**config.mk**
```make
export PLATFORM = sky130hd
export DESIGN_NAME = i8conv_mac
export DESIGN_NICKNAME = d
export VERILOG_FILES = /design/src/rtl/i8conv_pkg.sv /design/src/rtl/i8conv_mac.sv
export SDC_FILE = /design/constraint.sdc
export NUM_CORES = 1
export LEC_CHECK = 0
export ABC_AREA = 1
export BUFFER_PORTS_ARGS = -buffer_cell sky130_fd_sc_hd__buf_2
export CORE_UTILIZATION = 49
export DETAILED_ROUTE_END_ITERATION = 10
export HOLD_SLACK_MARGIN = 0.06
export PLACE_DENSITY = 0.67
export SLEW_MARGIN = 20
export SYNTH_ARGS = -nofsm -noshare
export SYNTH_HDL_FRONTEND = slang
export SYNTH_SLANG_ARGS = --single-unit
```
**constraint.sdc**
```tcl
create_clock -name clk_i -period 2.6 [get_ports clk_i]
set_clock_uncertainty 0.2 [all_clocks]
set_input_delay 0.26 -clock clk_i [delete_from_list [all_inputs] [get_ports clk_i]]
set_output_delay 0.26 -clock clk_i [all_outputs]
set_load 0.01 [all_outputs]
```
**src/rtl/i8conv_pkg.sv**
```systemverilog
// Shared types, constants and codes of the int8 direct convolution core.
`default_nettype none

package i8conv_pkg;

  // Default store depths (entries of 8 bits)
  localparam int ACT_DEPTH_DEF = 16384;
  localparam int WGT_DEPTH_DEF = 16384;

  // Saturation limits of the configuration registers
  localparam int MAX_DIM      = 32;
  localparam int MAX_CHANNELS = 16;
  localparam int MAX_KERNEL   = 7;

  // Width of internal address and index arithmetic
  localparam int IDX_W = 20;
  // Width of the index multiplier operands
  localparam int MUL_W = 16;

  // Configuration register widths and reset values
  localparam int CFG_IDX_W  = 3;
  localparam int CFG_DATA_W = 8;

  localparam logic [4:0] CH_RST = 5'd6;
  localparam logic [5:0] H_RST  = 6'd14;
  localparam logic [5:0] W_RST  = 6'd14;
  localparam logic [4:0] M_RST  = 5'd16;
  localparam logic [2:0] R_RST  = 3'd5;
  localparam logic [2:0] S_RST  = 3'd5;

  // Configuration register indexes
  typedef enum logic [CFG_IDX_W-1:0] {
    REG_IN_CHANNELS = 3'd0,
    REG_IN_HEIGHT   = 3'd1,
    REG_IN_WIDTH    = 3'd2,
    REG_FILTERS     = 3'd3,
    REG_KERNEL_ROWS = 3'd4,
    REG_KERNEL_COLS = 3'd5
  } cfg_reg_e;

  // Item actions
  typedef enum logic [1:0] {
    ACT_WRITE_ACT = 2'd0,
    ACT_WRITE_WGT = 2'd1,
    ACT_COMPUTE   = 2'd2
  } action_e;

  // Input item
  typedef struct packed {
    action_e            action;
    logic [13:0]        store_addr;
    logic signed [7:0]  store_value;
    logic [3:0]         out_filter;
    logic [4:0]         out_row;
    logic [4:0]         out_col;
  } in_item_t;

  // Result item
  typedef struct packed {
    logic signed [31:0] sum;
    logic [13:0]        flat_index;
    logic               request_ok;
  } out_item_t;

  // Control from the sequencer to the multiply-accumulate unit
  typedef struct packed {
    logic clear;
    logic valid;
  } mac_ctl_t;

endpackage

`default_nettype wire

```
**src/rtl/i8conv_mac.sv**
```systemverilog
// Shared signed 8x8 multiply-accumulate unit with a registered product.
`default_nettype none

module i8conv_mac
  import i8conv_pkg::*;
(
  input  wire logic               clk_i,
  input  wire logic               rst_ni,
  input  wire mac_ctl_t           ctl_i,
  input  wire logic signed [7:0]  act_i,
  input  wire logic signed [7:0]  wgt_i,
  output logic signed [31:0]      acc_o,
  output logic                    busy_o
);

  logic signed [15:0] prod_q, prod_d;
  logic               prod_vld_q;
  logic signed [31:0] acc_q, acc_d;

  // Multiply the operand pair
  assign prod_d = act_i * wgt_i;

  // Accumulate the registered product
  always_comb begin
    acc_d = acc_q;
    if (ctl_i.clear) begin
      acc_d = '0;
    end else if (prod_vld_q) begin
      acc_d = acc_q + {{16{prod_q[15]}}, prod_q};
    end
  end

  always_ff @(posedge clk_i or negedge rst_ni) begin
    if (!rst_ni) begin
      prod_vld_q <= 1'b0;
    end else begin
      prod_vld_q <= ctl_i.valid & ~ctl_i.clear;
    end
  end

  always_ff @(posedge clk_i) begin
    prod_q <= prod_d;
    acc_q  <= acc_d;
  end

  assign acc_o  = acc_q;
  assign busy_o = prod_vld_q;

endmodule

`default_nettype wire

```
==> results.md <==
- Outcome: complete, but fails checks
- Internal Pwr Total: 3.78 mW
- Layout overhead on the synthesized area: 24.7%
- CP cell instances: buf_8 > clkinvlp_4 > or2_4 > fa_2 > inv_2 > fa_2 > inv_2 > fa_2 > fa_1 > inv_2 > ha_4 > nand2_2 > nor2_2 > nand3_1 > nand4_1 > xor2_1
- Hold Fails Final Rpt: 0
- Remaining Overflow, GRT: 0
- Least-Margin Pin Slew: 0.677 ns
- Post-route clock period utilization: 141%
- Die Ht: 116 µm
- Slew margin rel.: 54.9%
- Reg area: 986 µm²
- Max cap viols: 0
- Commonest cells post-synth: inv_1 (235), nand2_1 (232), nor2_1 (110), ha_1 (60), fa_1 (56)
- Die width: 116 µm
- Layout Nets: 1197
- Vias in the first global route: 5701
- Slowest CP cell: fa_2
- Root buffer cell: clkbuf_16
- Ys flop type: dfxtp_1
- Fmax: 0.272 GHz
- Leakage Power: 4.51 nW
- Layout cells sized above 1: 22.0%
- Worst setup path category: in -> reg
- Initial antenna violation count: 0
- Number of flops mapped to enable cells by yosys: 0
- Buffers & Inverters on Critical Path: 5
- Worst-path clk slew: 0.07 ns
- Sw Share: 49.7%
- CTS tree: done
- Post-synth ARST share: 2.04%
- Pwr Density: 948 nW/µm²
- Syn Inst Count: 968
- Multi-input logic area: 4800 µm²
- Drt pass-1 iters: 4
- Sequential share of the synthesized area: 15.5%
- Setup crit start kind: primary input
- Req. time, crit path: 2.63 ns
- Crit Path Max Fanout: 8
- Clk network pwr share: 9.3%
- Top-area cell type share of the netlist area: 17.6%
- Failing checks: negative setup slack
- Area of the mapped netlist: 6370 µm²
- GRT Util Overall: 24.2%
- Placer's final routability congestion estimate: 0.952
- Global-route wire length before repair: 25600 µm
- WL/cell: 12.5 µm
- CTS buffer count: 5
- Top cells by area in the synthesized netlist: fa_1 (18%), dfxtp_1 (15%), inv_1 (14%)
- CP Capture Type: register
- Dpl hpwl: 12600 µm
- Fin worst setup slack: -1.08 ns
- FILL cells: 1194
- Psw: 3.74 mW
- Delay-heaviest family, CP: adder cells
- Max-slew violations: 0
- Row cnt: 41
- Synth Register Bits: 49
- RSZ-0062 raised after global routing: true
- Post-route cell area: 7940 µm²
- Synth area leader: fa_1
- Antenna Nets Post-Route: 0
- Core region area: 12700 µm²
- Util after Layout: 62.7%
- Ant. Diodes: 0
- Synth cell types: 33
- CTS Sinks: 49
- CTS Buffer Depth: 2
- Fin Setup TNS: -9.74 ns
- Via count: 5901
- Post-Syn Nets: 1104
- Port bufs: 52
- Avg Cell Area, Syn: 6.58 µm²
- I/O pin cnt: 53
- Critical Path AT: 3.71 ns
- Crit-path max cell delay: 0.54 ns
- VDD IR max: 0.493 mV
- Ys Warns: 0
- Clk_lat worst skew: 0.30 ns
- Dpl cell area: 7300 µm²
- # H-tree levels: 2
- Die area: 13500 µm²
- Total Routed Length: 15400 µm
- DRT iter0 DRCs: 238
- Comb pwr share: 76.5%
- Residual DRC count: 0
- Most numerous cell in the Yosys netlist: inv_1
- Vias per inst: 4.78
- Minimum clock period: 3.68 ns
- Setup violators final: 11
- Hold Crit Class: in -> reg
- Share of power burned in registers: 14.2%
- Pin count of the biggest net entering global routing: 34
- Starting Density: 50.3%
-- power groups by stage --
stage | sequential [mW] | combinational, mW | clock [mW]
after floorplan | 1.10 | 3.99 | 0
final | 1.07 | 5.76 | 0.699
after global placement | 1.09 | 5.23 | 0
after detailed placement | 1.09 | 5.30 | 0
after global routing | 1.09 | 6.49 | 0.743
after CTS | 1.07 | 5.65 | 0.709
-- worst paths after layout --
check / slack [ns] / cells after the start / start / end
max: -1.08 / 16 / wgt_i[7] / prod_q[15]
max reg2reg: 0.18 / 15 / acc_o[0] / acc_o[22]
min in group asynchronous: 0.63 / 3 / rst_ni / busy_o
min reg2reg: 0.28 / 2 / acc_o[0] / acc_o[0]
min: 0.09 / 4 / act_i[0] / prod_q[0]
max in group asynchronous: 1.47 / 3 / rst_ni / busy_o
-- routing by layer --
metal / part of all wire [%] / routed length [µm] / global-route usage [%] / vias to the layer above
met5: 0 / 0 / 0 / -
met4: 2.4 / 371 / 8.12 / 0
met3: 2.3 / 353 / 1.88 / 27
met2: 52 / 8000 / 45.4 / 98
met1: 43 / 6670 / 28.9 / 2698
li1: - / - / - / 3078
-- what timing repair did --
item,in CTS,in global routing
resized for setup,49,56
pin swaps,18,16
buffers inserted,4,11
endpoints found under the setup margin,12,12
hold buffers,3,0
hold endpoints to repair,2,0
-- flip-flops by register name, summed over array words and instances (netlist names) --
name / count
acc_o: 32
prod_q: 16
busy_o: 1
-- kinds of logic (layout without fill, tap and decap cells) --
group,after synthesis,after routing,synth area share (%)
compound gates,91,91,7.70
fa+ha+maj,116,116,29.4
buf+inv,261,355,15.9
simple gates,420,420,27.2
xor+xnor,31,31,4.26
flops,49,49,15.5
-- cells in the final DEF (no fill, tap or decap), types with 3 or more instances in the layout --
cell type | Yosys | final
nand2_1 | 232 | 213
inv_1 | 235 | 206
nor2_1 | 110 | 103
fa_1 | 56 | 49
dfxtp_1 | 48 | 48
ha_1 | 60 | 42
buf_4 | 0 | 40
nand3_1 | 40 | 38
buf_2 | 1 | 38
a21oi_1 | 43 | 36
o21ai_0 | 34 | 29
inv_2 | 0 | 27
buf_6 | 3 | 23
nand2_2 | 9 | 22
xor2_1 | 21 | 21
ha_4 | 0 | 15
xnor2_1 | 10 | 10
nand4_1 | 9 | 9
fa_2 | 0 | 7
nor2_2 | 1 | 6
a21oi_2 | 1 | 6
o21bai_1 | 6 | 6
nand2_4 | 0 | 5
clkbuf_16 | 0 | 5
o21ai_2 | 0 | 4
nand3_2 | 2 | 4
nor3_1 | 5 | 4
buf_8 | 0 | 4
or2_4 | 0 | 3
a21o_1 | 3 | 3
nor2_4 | 1 | 3
and2_1 | 3 | 3
ha_2 | 0 | 3
dlygate4sd3_1 | 0 | 3
-- worst reg2reg max path: cells and delay by family (launching register included) --
family                     cells  cell delay [ns]
and+or+nand+nor               10             0.98
DFF                            1             0.35
buffers and inverters          3             0.21
adders and majority gates      2             0.58
-- per-stage QoR --
step	hold WS, ns	setup WS (ns)	instances	total power [mW]
2_1_floorplan	-0.236	-1.17	968	5.09
3_3_place_gp	-0.165	-1.39	1209	6.32
3_5_place_dp	-0.164	-1.45	1209	6.39
4_1_cts	0.148	-1.09	1224	7.43
5_1_grt	0.0831	-1.26	1234	8.32
6_report	0.0880	-1.08	1234	7.53
-- cell type report --
| cell class | count | area share (%) |
|---|---|---|
| Clock buffer | 5 | 1.58 |
| Clock inverter | 3 | 0.362 |
| Inverter | 235 | 11.2 |
| Multi-Input combinational cell | 658 | 60.5 |
| Sequential cell | 49 | 12.4 |
| Tap cell | 172 | 2.71 |
| Timing Repair Buffer | 112 | 11.3 |
Note: power is estimated with default switching activity, not from simulation.
